==> src/rtl/core/pan_pkg.sv <==
// ----------------------------------------------------------------------------
// pan_pkg - shared types and constants of the periodic alarm block
// Field widths, entry kinds, commands, FSM states and divider transactions.
// ----------------------------------------------------------------------------
package pan_pkg;

  localparam int ENTRIES_DEF = 8;

  localparam int CMD_W     = 1;
  localparam int IDX_W     = 3;
  localparam int KIND_W    = 2;
  localparam int HOURS_W   = 8;
  localparam int MINS_W    = 6;
  localparam int EPOCH_W   = 32;
  localparam int MINUTE_W  = 27;
  localparam int MULT_W    = 8;

  // slots addressable through entry_index
  localparam int MAX_SLOTS = 2 ** IDX_W;

  localparam int SECS_PER_MIN = 60;
  localparam int GUARD_SECS   = 2;

  // divider widths: epoch + 2 needs one extra bit, periods are 8 x 8 bits
  localparam int DIVIDEND_W = EPOCH_W + 1;
  localparam int DIVISOR_W  = HOURS_W + MULT_W;
  localparam int PERIOD_W   = HOURS_W + MULT_W;
  localparam int HOUR_W     = 21;                 // now / 60
  localparam int P60_W      = PERIOD_W + 6;       // period * 60
  localparam int V_W        = MINUTE_W + 1;       // candidate before clamp

  localparam logic [MULT_W-1:0]   MULT_RESET  = 8'd1;
  localparam logic [MINUTE_W-1:0] NONE_MINUTE = 27'd71582788;

  localparam logic [KIND_W-1:0] KIND_MINUTES = 2'd1;
  localparam logic [KIND_W-1:0] KIND_HOURS   = 2'd2;

  localparam logic [CMD_W-1:0] CMD_WRITE = 1'b0;
  localparam logic [CMD_W-1:0] CMD_QUERY = 1'b1;

  typedef enum logic [3:0] {
    ST_IDLE,
    ST_NOW_RUN,
    ST_HR_GO,
    ST_HR_RUN,
    ST_RD,
    ST_PER,
    ST_MOD_GO,
    ST_MOD_RUN,
    ST_SCALE,
    ST_OFFS,
    ST_ADJ,
    ST_MINSEL,
    ST_DONE
  } pan_state_t;

  typedef struct packed {
    logic [HOURS_W-1:0] hours;
    logic [MINS_W-1:0]  minutes;
    logic [KIND_W-1:0]  kind;
  } pan_entry_t;

  typedef struct packed {
    logic                  start;
    logic [DIVIDEND_W-1:0] dividend;
    logic [DIVISOR_W-1:0]  divisor;
  } pan_div_req_t;

  typedef struct packed {
    logic                  done;
    logic [DIVIDEND_W-1:0] quotient;
    logic [DIVISOR_W-1:0]  remainder;
  } pan_div_rsp_t;

endpackage

==> src/rtl/core/pan_if.sv <==
// ----------------------------------------------------------------------------
// pan_if - channel interfaces of the periodic alarm block
// Command input, result output and configuration write channels.
// ----------------------------------------------------------------------------
interface pan_in_if;
  import pan_pkg::*;

  logic                 valid;
  logic                 ready;
  logic [CMD_W-1:0]     command;
  logic [IDX_W-1:0]     entry_index;
  logic [KIND_W-1:0]    entry_kind;
  logic [HOURS_W-1:0]   entry_hours;
  logic [MINS_W-1:0]    entry_minutes;
  logic [EPOCH_W-1:0]   epoch_seconds;

  modport source (output valid, command, entry_index, entry_kind, entry_hours,
                  entry_minutes, epoch_seconds, input ready);
  modport sink   (input valid, command, entry_index, entry_kind, entry_hours,
                  entry_minutes, epoch_seconds, output ready);
endinterface

interface pan_out_if;
  import pan_pkg::*;

  logic                valid;
  logic                ready;
  logic [MINUTE_W-1:0] next_minute;
  logic                alarm_found;

  modport source (output valid, next_minute, alarm_found, input ready);
  modport sink   (input valid, next_minute, alarm_found, output ready);
endinterface

interface pan_cfg_if;
  import pan_pkg::*;

  logic              valid;
  logic              ready;
  logic [MULT_W-1:0] period_multiplier;

  modport source (output valid, period_multiplier, input ready);
  modport sink   (input valid, period_multiplier, output ready);
endinterface

==> src/rtl/core/pan_div.sv <==
// ----------------------------------------------------------------------------
// pan_div - bit-serial restoring divider
// One quotient bit per cycle; quotient and remainder hold until next start.
// ----------------------------------------------------------------------------
module pan_div (
  input  logic                  clk,
  input  logic                  rst_n,
  input  pan_pkg::pan_div_req_t req,
  output pan_pkg::pan_div_rsp_t rsp
);
  import pan_pkg::*;

  localparam int              CNT_W = $clog2(DIVIDEND_W);
  localparam logic [CNT_W-1:0] LAST = CNT_W'(DIVIDEND_W - 1);

  logic                  busy_r, busy_nxt;
  logic                  done_r, done_nxt;
  logic [CNT_W-1:0]      cnt_r, cnt_nxt;
  logic [DIVIDEND_W-1:0] dq_r, dq_nxt;     // dividend bits out at top, quotient in at bottom
  logic [DIVISOR_W-1:0]  rem_r, rem_nxt;
  logic [DIVISOR_W-1:0]  dvs_r, dvs_nxt;

  logic [DIVISOR_W:0] trial;
  logic [DIVISOR_W:0] diff;
  logic               geq;

  assign trial = {rem_r, dq_r[DIVIDEND_W-1]};
  assign diff  = trial - {1'b0, dvs_r};
  assign geq   = trial >= {1'b0, dvs_r};

  always_comb begin
    busy_nxt = busy_r;
    done_nxt = 1'b0;
    cnt_nxt  = cnt_r;
    dq_nxt   = dq_r;
    rem_nxt  = rem_r;
    dvs_nxt  = dvs_r;
    if (req.start) begin
      busy_nxt = 1'b1;
      cnt_nxt  = '0;
      dq_nxt   = req.dividend;
      rem_nxt  = '0;
      dvs_nxt  = req.divisor;
    end else if (busy_r) begin
      dq_nxt  = {dq_r[DIVIDEND_W-2:0], geq};
      // trial < 2 * divisor, so the difference fits the remainder width
      rem_nxt = geq ? diff[DIVISOR_W-1:0] : trial[DIVISOR_W-1:0];
      cnt_nxt = cnt_r + 1'b1;
      if (cnt_r == LAST) begin
        busy_nxt = 1'b0;
        done_nxt = 1'b1;
      end
    end
  end

  always_ff @(posedge clk) begin
    if (!rst_n) begin
      busy_r <= 1'b0;
      done_r <= 1'b0;
      cnt_r  <= '0;
    end else begin
      busy_r <= busy_nxt;
      done_r <= done_nxt;
      cnt_r  <= cnt_nxt;
    end
  end

  always_ff @(posedge clk) begin
    dq_r  <= dq_nxt;
    rem_r <= rem_nxt;
    dvs_r <= dvs_nxt;
  end

  assign rsp.done      = done_r;
  assign rsp.quotient  = dq_r;
  assign rsp.remainder = rem_r;

endmodule

==> src/rtl/core/pan_table.sv <==
// ----------------------------------------------------------------------------
// pan_table - action table
// Slot registers cleared to disabled at reset, one write port, registered read.
// ----------------------------------------------------------------------------
module pan_table #(
  parameter  int DEPTH = pan_pkg::MAX_SLOTS,
  localparam int RD_W  = (DEPTH > 1) ? $clog2(DEPTH) : 1
) (
  input  logic                     clk,
  input  logic                     rst_n,
  input  logic                     wr_en,
  input  logic [pan_pkg::IDX_W-1:0] wr_idx,
  input  pan_pkg::pan_entry_t      wr_data,
  input  logic [RD_W-1:0]          rd_idx,
  output pan_pkg::pan_entry_t      rd_data
);
  import pan_pkg::*;

  pan_entry_t slot_r [DEPTH];
  pan_entry_t rd_data_r;
  logic       wr_ok;

  // writes past the stored depth are dropped
  assign wr_ok = wr_en && (32'(wr_idx) < DEPTH);

  always_ff @(posedge clk) begin
    if (!rst_n) begin
      for (int i = 0; i < DEPTH; i++) begin
        slot_r[i] <= '0;
      end
    end else if (wr_ok) begin
      slot_r[wr_idx[RD_W-1:0]] <= wr_data;
    end
  end

  always_ff @(posedge clk) begin
    rd_data_r <= slot_r[rd_idx];
  end

  assign rd_data = rd_data_r;

endmodule

==> src/rtl/core/periodic_alarm_next_minute.sv <==
// ----------------------------------------------------------------------------
// periodic_alarm_next_minute - next alarm minute over a periodic action table
// A write command stores a slot when it is taken. A query runs all of its
// divisions on the one shared bit-serial divider: (epoch + 2) / 60,
// now / 60, and one remainder per enabled slot. The input is held off while
// a query runs; a write can be taken while a finished result waits in the
// output register. Only the first min(ENTRIES, 8) slots are stored, the rest
// read as disabled.
// ----------------------------------------------------------------------------
module periodic_alarm_next_minute #(
  parameter int ENTRIES = pan_pkg::ENTRIES_DEF
) (
  input  logic          clk,
  input  logic          rst_n,
  pan_in_if.sink        in_ch,
  pan_out_if.source     out_ch,
  pan_cfg_if.sink       cfg_ch
);
  import pan_pkg::*;

  localparam int TBL_DEPTH = (ENTRIES < MAX_SLOTS) ? ENTRIES : MAX_SLOTS;
  localparam int RD_W      = (TBL_DEPTH > 1) ? $clog2(TBL_DEPTH) : 1;
  localparam logic [RD_W-1:0] LAST_IDX = RD_W'(TBL_DEPTH - 1);

  pan_state_t state_r, state_nxt;

  logic [MULT_W-1:0]   mult_r, mult_nxt;
  logic [MINUTE_W-1:0] now_r, now_nxt;
  logic [HOUR_W-1:0]   hr_r, hr_nxt;
  logic [RD_W-1:0]     idx_r, idx_nxt;
  logic [KIND_W-1:0]   kind_r, kind_nxt;
  logic [MINS_W-1:0]   mins_r, mins_nxt;
  logic [PERIOD_W-1:0] p_r, p_nxt;
  logic [MINUTE_W-1:0] base_r, base_nxt;
  logic [P60_W-1:0]    p60_r, p60_nxt;
  logic [V_W-1:0]      v_r, v_nxt;
  logic [MINUTE_W-1:0] min_r, min_nxt;
  logic                out_valid_r, out_valid_nxt;
  logic [MINUTE_W-1:0] out_minute_r, out_minute_nxt;
  logic                out_found_r, out_found_nxt;

  pan_div_req_t div_req;
  pan_div_rsp_t div_rsp;
  pan_entry_t   ent;
  pan_entry_t   wr_entry;

  logic                in_acc, q_acc, w_acc;
  logic                en, last, out_free, step, out_load;
  logic [HOURS_W-1:0]  prod_a;
  logic [HOUR_W-1:0]   hq;
  logic [MINUTE_W-1:0] cand;

  assign in_acc   = in_ch.valid && in_ch.ready;
  assign q_acc    = in_acc && (in_ch.command == CMD_QUERY);
  assign w_acc    = in_acc && (in_ch.command == CMD_WRITE);
  assign en       = (p_r != '0) && ((kind_r == KIND_MINUTES) || (kind_r == KIND_HOURS));
  assign last     = (idx_r == LAST_IDX);
  assign out_free = !out_valid_r || out_ch.ready;

  assign wr_entry = '{hours: in_ch.entry_hours, minutes: in_ch.entry_minutes,
                      kind: in_ch.entry_kind};

  pan_table #(.DEPTH(TBL_DEPTH)) u_table (
    .clk     (clk),
    .rst_n   (rst_n),
    .wr_en   (w_acc),
    .wr_idx  (in_ch.entry_index),
    .wr_data (wr_entry),
    .rd_idx  (idx_r),
    .rd_data (ent)
  );

  pan_div u_div (
    .clk   (clk),
    .rst_n (rst_n),
    .req   (div_req),
    .rsp   (div_rsp)
  );

  // next state
  always_comb begin
    state_nxt = state_r;
    unique case (state_r)
      ST_IDLE:    if (q_acc) state_nxt = ST_NOW_RUN;
      ST_NOW_RUN: if (div_rsp.done) state_nxt = ST_HR_GO;
      ST_HR_GO:   state_nxt = ST_HR_RUN;
      ST_HR_RUN:  if (div_rsp.done) state_nxt = ST_RD;
      ST_RD:      state_nxt = ST_PER;
      ST_PER:     state_nxt = ST_MOD_GO;
      ST_MOD_GO: begin
        if (en)        state_nxt = ST_MOD_RUN;
        else if (last) state_nxt = ST_DONE;
        else           state_nxt = ST_RD;
      end
      ST_MOD_RUN: if (div_rsp.done) state_nxt = ST_SCALE;
      ST_SCALE:   state_nxt = ST_OFFS;
      ST_OFFS:    state_nxt = ST_ADJ;
      ST_ADJ:     state_nxt = ST_MINSEL;
      ST_MINSEL:  state_nxt = last ? ST_DONE : ST_RD;
      ST_DONE:    if (out_free) state_nxt = ST_IDLE;
      default:    state_nxt = ST_IDLE;
    endcase
  end

  // outputs of the sequencer
  always_comb begin
    in_ch.ready      = 1'b0;
    div_req.start    = 1'b0;
    div_req.dividend = DIVIDEND_W'(kind_r == KIND_MINUTES ? HOUR_W'(0) : hr_r);
    div_req.divisor  = p_r;
    step             = 1'b0;
    out_load         = 1'b0;
    unique case (state_r)
      ST_IDLE: begin
        in_ch.ready      = 1'b1;
        div_req.start    = q_acc;
        div_req.dividend = DIVIDEND_W'(in_ch.epoch_seconds) + DIVIDEND_W'(GUARD_SECS);
        div_req.divisor  = DIVISOR_W'(SECS_PER_MIN);
      end
      ST_HR_GO: begin
        div_req.start    = 1'b1;
        div_req.dividend = DIVIDEND_W'(now_r);
        div_req.divisor  = DIVISOR_W'(SECS_PER_MIN);
      end
      ST_MOD_GO: begin
        div_req.start = en;
        if (kind_r == KIND_MINUTES) begin
          div_req.dividend = DIVIDEND_W'(now_r);
        end
        step = !en;
      end
      ST_MINSEL: step = 1'b1;
      ST_DONE:   out_load = out_free;
      default: ;
    endcase
  end

  assign prod_a = (ent.kind == KIND_HOURS) ? ent.hours : HOURS_W'(ent.minutes);
  // remainder never exceeds the hour count it was taken from
  assign hq     = hr_r - HOUR_W'(div_rsp.remainder);
  assign cand   = (v_r >= V_W'(NONE_MINUTE)) ? NONE_MINUTE : v_r[MINUTE_W-1:0];

  // datapath
  always_comb begin
    mult_nxt       = mult_r;
    now_nxt        = now_r;
    hr_nxt         = hr_r;
    idx_nxt        = idx_r;
    kind_nxt       = kind_r;
    mins_nxt       = mins_r;
    p_nxt          = p_r;
    base_nxt       = base_r;
    p60_nxt        = p60_r;
    v_nxt          = v_r;
    min_nxt        = min_r;
    out_valid_nxt  = out_valid_r;
    out_minute_nxt = out_minute_r;
    out_found_nxt  = out_found_r;

    if (cfg_ch.valid && cfg_ch.ready) begin
      mult_nxt = cfg_ch.period_multiplier;
    end

    if (state_r == ST_NOW_RUN && div_rsp.done) begin
      now_nxt = div_rsp.quotient[MINUTE_W-1:0];
    end
    if (state_r == ST_HR_RUN && div_rsp.done) begin
      hr_nxt  = div_rsp.quotient[HOUR_W-1:0];
      idx_nxt = '0;
      min_nxt = NONE_MINUTE;
    end
    if (state_r == ST_PER) begin
      kind_nxt = ent.kind;
      mins_nxt = ent.minutes;
      p_nxt    = PERIOD_W'(prod_a) * PERIOD_W'(mult_r);
    end
    if (state_r == ST_SCALE) begin
      if (kind_r == KIND_MINUTES) begin
        // (now / p + 1) * p  ==  now - now % p + p
        v_nxt = V_W'(now_r) - V_W'(div_rsp.remainder) + V_W'(p_r);
      end else begin
        base_nxt = MINUTE_W'(hq) * MINUTE_W'(SECS_PER_MIN);
        p60_nxt  = P60_W'(p_r) * P60_W'(SECS_PER_MIN);
      end
    end
    if (state_r == ST_OFFS && kind_r == KIND_HOURS) begin
      v_nxt = V_W'(base_r) + V_W'(mins_r);
    end
    if (state_r == ST_ADJ && kind_r == KIND_HOURS && v_r <= V_W'(now_r)) begin
      v_nxt = v_r + V_W'(p60_r);
    end
    if (state_r == ST_MINSEL && cand < min_r) begin
      min_nxt = cand;
    end
    if (step && !last) begin
      idx_nxt = idx_r + 1'b1;
    end

    if (out_load) begin
      out_valid_nxt  = 1'b1;
      out_minute_nxt = min_r;
      out_found_nxt  = (min_r != NONE_MINUTE);
    end else if (out_ch.ready) begin
      out_valid_nxt = 1'b0;
    end
  end

  always_ff @(posedge clk) begin
    if (!rst_n) begin
      state_r     <= ST_IDLE;
      mult_r      <= MULT_RESET;
      idx_r       <= '0;
      out_valid_r <= 1'b0;
    end else begin
      state_r     <= state_nxt;
      mult_r      <= mult_nxt;
      idx_r       <= idx_nxt;
      out_valid_r <= out_valid_nxt;
    end
  end

  always_ff @(posedge clk) begin
    now_r        <= now_nxt;
    hr_r         <= hr_nxt;
    kind_r       <= kind_nxt;
    mins_r       <= mins_nxt;
    p_r          <= p_nxt;
    base_r       <= base_nxt;
    p60_r        <= p60_nxt;
    v_r          <= v_nxt;
    min_r        <= min_nxt;
    out_minute_r <= out_minute_nxt;
    out_found_r  <= out_found_nxt;
  end

  assign cfg_ch.ready       = 1'b1;
  assign out_ch.valid       = out_valid_r;
  assign out_ch.next_minute = out_minute_r;
  assign out_ch.alarm_found = out_found_r;

endmodule

==> src/flat_wrapper.sv <==
// flat-port wrapper written by rule: the top's interface ports become plain ports
module periodic_alarm_next_minute_flat import pan_pkg::*;
#(
  parameter int ENTRIES = pan_pkg::ENTRIES_DEF
)
  (clk, rst_n, in_ch_valid, in_ch_command, in_ch_entry_index, in_ch_entry_kind, in_ch_entry_hours, in_ch_entry_minutes, in_ch_epoch_seconds, in_ch_ready, out_ch_valid, out_ch_next_minute, out_ch_alarm_found, out_ch_ready, cfg_ch_valid, cfg_ch_period_multiplier, cfg_ch_ready);
  pan_in_if in_ch_i ();
  pan_out_if out_ch_i ();
  pan_cfg_if cfg_ch_i ();
  input  logic clk;
  input  logic rst_n;
  input wire logic [$bits(in_ch_i.valid)-1:0] in_ch_valid;
  input wire logic [$bits(in_ch_i.command)-1:0] in_ch_command;
  input wire logic [$bits(in_ch_i.entry_index)-1:0] in_ch_entry_index;
  input wire logic [$bits(in_ch_i.entry_kind)-1:0] in_ch_entry_kind;
  input wire logic [$bits(in_ch_i.entry_hours)-1:0] in_ch_entry_hours;
  input wire logic [$bits(in_ch_i.entry_minutes)-1:0] in_ch_entry_minutes;
  input wire logic [$bits(in_ch_i.epoch_seconds)-1:0] in_ch_epoch_seconds;
  output wire logic [$bits(in_ch_i.ready)-1:0] in_ch_ready;
  output wire logic [$bits(out_ch_i.valid)-1:0] out_ch_valid;
  output wire logic [$bits(out_ch_i.next_minute)-1:0] out_ch_next_minute;
  output wire logic [$bits(out_ch_i.alarm_found)-1:0] out_ch_alarm_found;
  input wire logic [$bits(out_ch_i.ready)-1:0] out_ch_ready;
  input wire logic [$bits(cfg_ch_i.valid)-1:0] cfg_ch_valid;
  input wire logic [$bits(cfg_ch_i.period_multiplier)-1:0] cfg_ch_period_multiplier;
  output wire logic [$bits(cfg_ch_i.ready)-1:0] cfg_ch_ready;
  assign in_ch_i.valid = in_ch_valid;
  assign in_ch_i.command = in_ch_command;
  assign in_ch_i.entry_index = in_ch_entry_index;
  assign in_ch_i.entry_kind = in_ch_entry_kind;
  assign in_ch_i.entry_hours = in_ch_entry_hours;
  assign in_ch_i.entry_minutes = in_ch_entry_minutes;
  assign in_ch_i.epoch_seconds = in_ch_epoch_seconds;
  assign in_ch_ready = in_ch_i.ready;
  assign out_ch_valid = out_ch_i.valid;
  assign out_ch_next_minute = out_ch_i.next_minute;
  assign out_ch_alarm_found = out_ch_i.alarm_found;
  assign out_ch_i.ready = out_ch_ready;
  assign cfg_ch_i.valid = cfg_ch_valid;
  assign cfg_ch_i.period_multiplier = cfg_ch_period_multiplier;
  assign cfg_ch_ready = cfg_ch_i.ready;
  periodic_alarm_next_minute #(.ENTRIES(ENTRIES)) u_core (.clk(clk), .rst_n(rst_n), .in_ch(in_ch_i), .out_ch(out_ch_i), .cfg_ch(cfg_ch_i));
endmodule
==> config.mk <==
export PLATFORM = sky130hd
export DESIGN_NAME = periodic_alarm_next_minute_flat
export DESIGN_NICKNAME = d
export VERILOG_FILES = /design/src/rtl/core/pan_pkg.sv /design/src/rtl/core/pan_if.sv /design/src/rtl/core/pan_div.sv /design/src/rtl/core/pan_table.sv /design/src/rtl/core/periodic_alarm_next_minute.sv /design/src/flat_wrapper.sv
export SDC_FILE = /design/constraint.sdc
export NUM_CORES = 1
export LEC_CHECK = 0
export ABC_CLOCK_PERIOD_IN_PS = 7000
export BUFFER_PORTS_ARGS = -buffer_cell sky130_fd_sc_hd__buf_2
export CAP_MARGIN = 20
export CORE_ASPECT_RATIO = 1.5
export CORE_MARGIN = 1
export CORE_UTILIZATION = 64
export CTS_CLUSTER_DIAMETER = 150
export DETAILED_ROUTE_END_ITERATION = 10
export GPL_TIMING_DRIVEN = 0
export PLACE_DENSITY = 0.82
export SETUP_SLACK_MARGIN = 0.1
export SLEW_MARGIN = 20
export SYNTH_ARGS = -nofsm -noshare
export SYNTH_HDL_FRONTEND = slang
export SYNTH_SLANG_ARGS = --single-unit
==> constraint.sdc <==
create_clock -name clk -period 7 [get_ports clk]
set_input_delay 0.7 -clock clk [delete_from_list [all_inputs] [get_ports clk]]
set_output_delay 0.7 -clock clk [all_outputs]
set_load 0.05 [all_outputs]
==> results.ini <==
[status]
status=completed

[job]
max-cap-violations=0

[placed_design]
portBuffers=93
dpl.hpwl_um=61100
gp_congestion=0.980

[grt]
antenna_found_initial=2
grt_usage=0.336
grt_pass1_wl_um=122000
grt_max_degree=29
grt.overflow.total=0
grt_pass1_vias=23084

[cells_and_area]
drive_above_1_share=0.0934
syn2layout_area_growth_pct=9.14
final_util=0.712
nets=3390

[critical_path]
cp_common_cell=a21oi_1
crit_chain=inv_1 -> ha_1 -> a21o_1 -> a2111oi_0 -> a21oi_1 -> nor2_1 -> xor2_1 -> xnor2_1 -> xnor2_1 -> fa_1 -> inv_1 -> ha_1 -> a21oi_1 -> nand3_1 -> o21ai_0 -> o21ai_0 -> o211a_1 -> a311oi_1 -> a21oi_1 -> xor2_1
crit_slowest_cell=fa_1
slowest_delay_ns=0.52
path_class=reg -> reg
cp_data_arrival_time_ns=6.42
critPathRequiredTime_ns=7.32
critPathCaptureType=register
crit_path_max_fanout=6
startpoint_type=register

[clock_tree]
clk-insertion-delay-late_ns=0.58
clkSlewWorstSetupHoldPaths_ns=0.07
cts_root_buf=clkbuf_16
cts_buffer_depth=3
postCtsSetupBuffers=0
hold_buffers=0
cts_resized=0
cts_buffers=41
cts_tree=built
cts.sinks=433
cts_max_level=2

[logic_synthesis]
synth-edff-count=377
yosysWarnings=0
synth_top_area_frac=0.377
ys_types=88
synth_fa_ha_area_frac=0.179
syn_inst=2820
synth_top_family_by_area=adder cells
syn_nets=3244
synth_area_leaders=edfxtp_1 (38%), ha_1 (10%), fa_1 (7.6%)
syn_area_per_cell_sq_um=10.6
synthXorXnorAreaFrac=0.0472
synth_top_cells_by_count=edfxtp_1 (377), inv_1 (308), ha_1 (245)
netlist_area_sq_mm=0.0300
synth_seq_cells=433
synth-main-ff-cell=edfxtp_1
synth-async-reset-ratio=0
synth-compound-area-share=0.120
ys_seq_area_frac=0.415
synth.most_common_cell=edfxtp_1
synthSimpleGateAreaFrac=0.152
yosys.area.top_type=edfxtp_1
yosys-mux-area-fraction=0.0397

[timing]
rsz0062_at_grt=false
drv_slew=0
relSlewSlack=0.174
fmax_ghz=0.164
setup_viol=0
fin_tns_setup_ns=0
worstMarginPinSlew_ns=1.23
finalHoldViolCount=0
fin_crit_sh=0.871
min_period_ns=6.09
final.setup_skew_ns=0.0291

[power]
ir_drop_v=0.000783
leakage_nw=13.9
cellPowerDensity_mw_per_mm2=459

[drt]
avgRoutedWirePerCell_um=21.7
drc=0
drt_iter0_drc=1455
dr.pass1.iters=8
routed_wl_um=77800
vias=22007
ant_nets=0
post_drt_via_cell_ratio=6.13

[floorplanning]
fp.coreArea_sq_mm=0.0460
die_w_um=179
start_util=0.652
fp-row-count=96
dieArea_sq_mm=0.0478
io_pins=96
dieHeight_um=267

[worst_hold_path]
holdCritPathClass=in -> reg

==> cell usage in the layout (no fill, tap or decap), drive strengths merged, types with 14 or more instances in the layout <==
master / synthesis / layout
a31oi: 14 / 14
nor3: 42 / 42
dfxtp: 56 / 56
a21oi: 149 / 149
o21bai: 15 / 15
nor2b: 44 / 44
and2: 192 / 192
a222oi: 21 / 21
a211oi: 30 / 30
o21a: 25 / 25
a21boi: 19 / 19
or2: 15 / 15
clkinv: 1 / 17
nor2: 186 / 186
xor2: 53 / 53
o21ai: 121 / 121
mux2i: 19 / 19
buf: 14 / 117
nand2: 146 / 146
nand2b: 35 / 35
nand3: 62 / 62
fa: 114 / 114
mux2: 25 / 25
ha: 245 / 245
inv: 308 / 309
nand4: 27 / 27
clkbuf: 58 / 108
o211ai: 14 / 14
or3: 19 / 19
a21o: 59 / 59
and3: 47 / 47
mux4: 32 / 32
edfxtp: 377 / 377
xnor2: 107 / 107
==> power by group <==
part	switching (W)	total, W	internal, W	leakage, nW
Clock	0.00101	0.00225	0.00124	0.628
Sequential	0.000236	0.00388	0.00365	4.10
Combinational	0.00515	0.00891	0.00375	9.17
==> sequential cells by signal, summed over array words and instances (netlist names) <==
register,cells
u_core.u_table.slot_r,128
u_core.u_div.rem_r,16
u_core.p60_r,20
u_core.out_ch.valid,1
u_core.u_div.dq_r,33
u_core.u_div.dvs_r,16
u_core.base_r,25
u_core.now_r,27
u_core.mult_r,8
u_core.u_div.done_r,1
u_core.kind_r,2
u_core.u_div.cnt_r,6
u_core.out_ch.alarm_found,1
u_core.p_r,16
u_core.u_table.rd_data,16
u_core.state_r,4
u_core.min_r,27
u_core.hr_r,21
u_core.idx_r,3
u_core.out_ch.next_minute,27
u_core.mins_r,6
u_core.v_r,28
u_core.u_div.busy_r,1
==> path summary, 6_finish.rpt <==
kind	from	to	slack (ns)	cells after the start
min reg2reg	u_core.u_table.rd_data[1]$_DFF_P_	u_core.kind_r[1]$_DFFE_PP_	0.43	0
min	cfg_ch_period_multiplier[0]	u_core.mult_r[0]$_SDFFE_PN1P_	0.38	3
max reg2reg	u_core.u_div.rem_r[5]$_SDFFE_PP0P_	u_core.base_r[26]$_DFFE_PP_	0.91	20
max	u_core.u_div.rem_r[5]$_SDFFE_PP0P_	u_core.base_r[26]$_DFFE_PP_	0.91	20
==> cells by family after synthesis <==
family,count (synthesis)
compound gates,545
xor+xnor,160
fa+ha+maj,361
buf+inv,381
flops,433
mux,76
other cells,1
simple gates,863
==> through the flow <==
stage                     hold WS [ns]  setup WS (ns)  instance area [sq um]  power (W)  cells
after floorplan                  0.401           1.80                  30000     0.0107   2820
after global placement           0.406           1.15                  31200     0.0124   3501
after detailed placement         0.412          0.944                  31400     0.0127   3511
after CTS                        0.370          0.915                  32700     0.0150   3586
after global routing             0.394          0.364                  32800     0.0164   3588
final                            0.380          0.906                  32800     0.0150   3588
==> area by class of cell <==
type | count | area (sq um)
multi-input combinational | 2006 | 16200
sequential | 433 | 12400
inverter | 309 | 1160
clock buffer | 50 | 1060
fill | 3282 | 13300
tap | 588 | 736
timing repair buffer | 103 | 643
clock inverter | 25 | 255
buffer | 72 | 292
antenna | 2 | 5.00
==> worst max-delay path, delay by kind of cell, from the launching register on <==
family                   cells  cell delay, ns
buffers and inverters        2            0.19
AO/OA/AOI/OAI                9            2.56
AND/OR/NAND/NOR              2            0.27
flip-flops                   1            0.49
adder cells (fa/ha/maj)      3            1.24
XOR/XNOR                     4            1.09
==> routing by layer <==
layer	routed length [um]	GRT usage
met1	26500	0.347
met3	4010	0.0437
met5	0	0
met2	39800	0.599
met4	7500	0.281
Power figures use the tool's default switching activity.
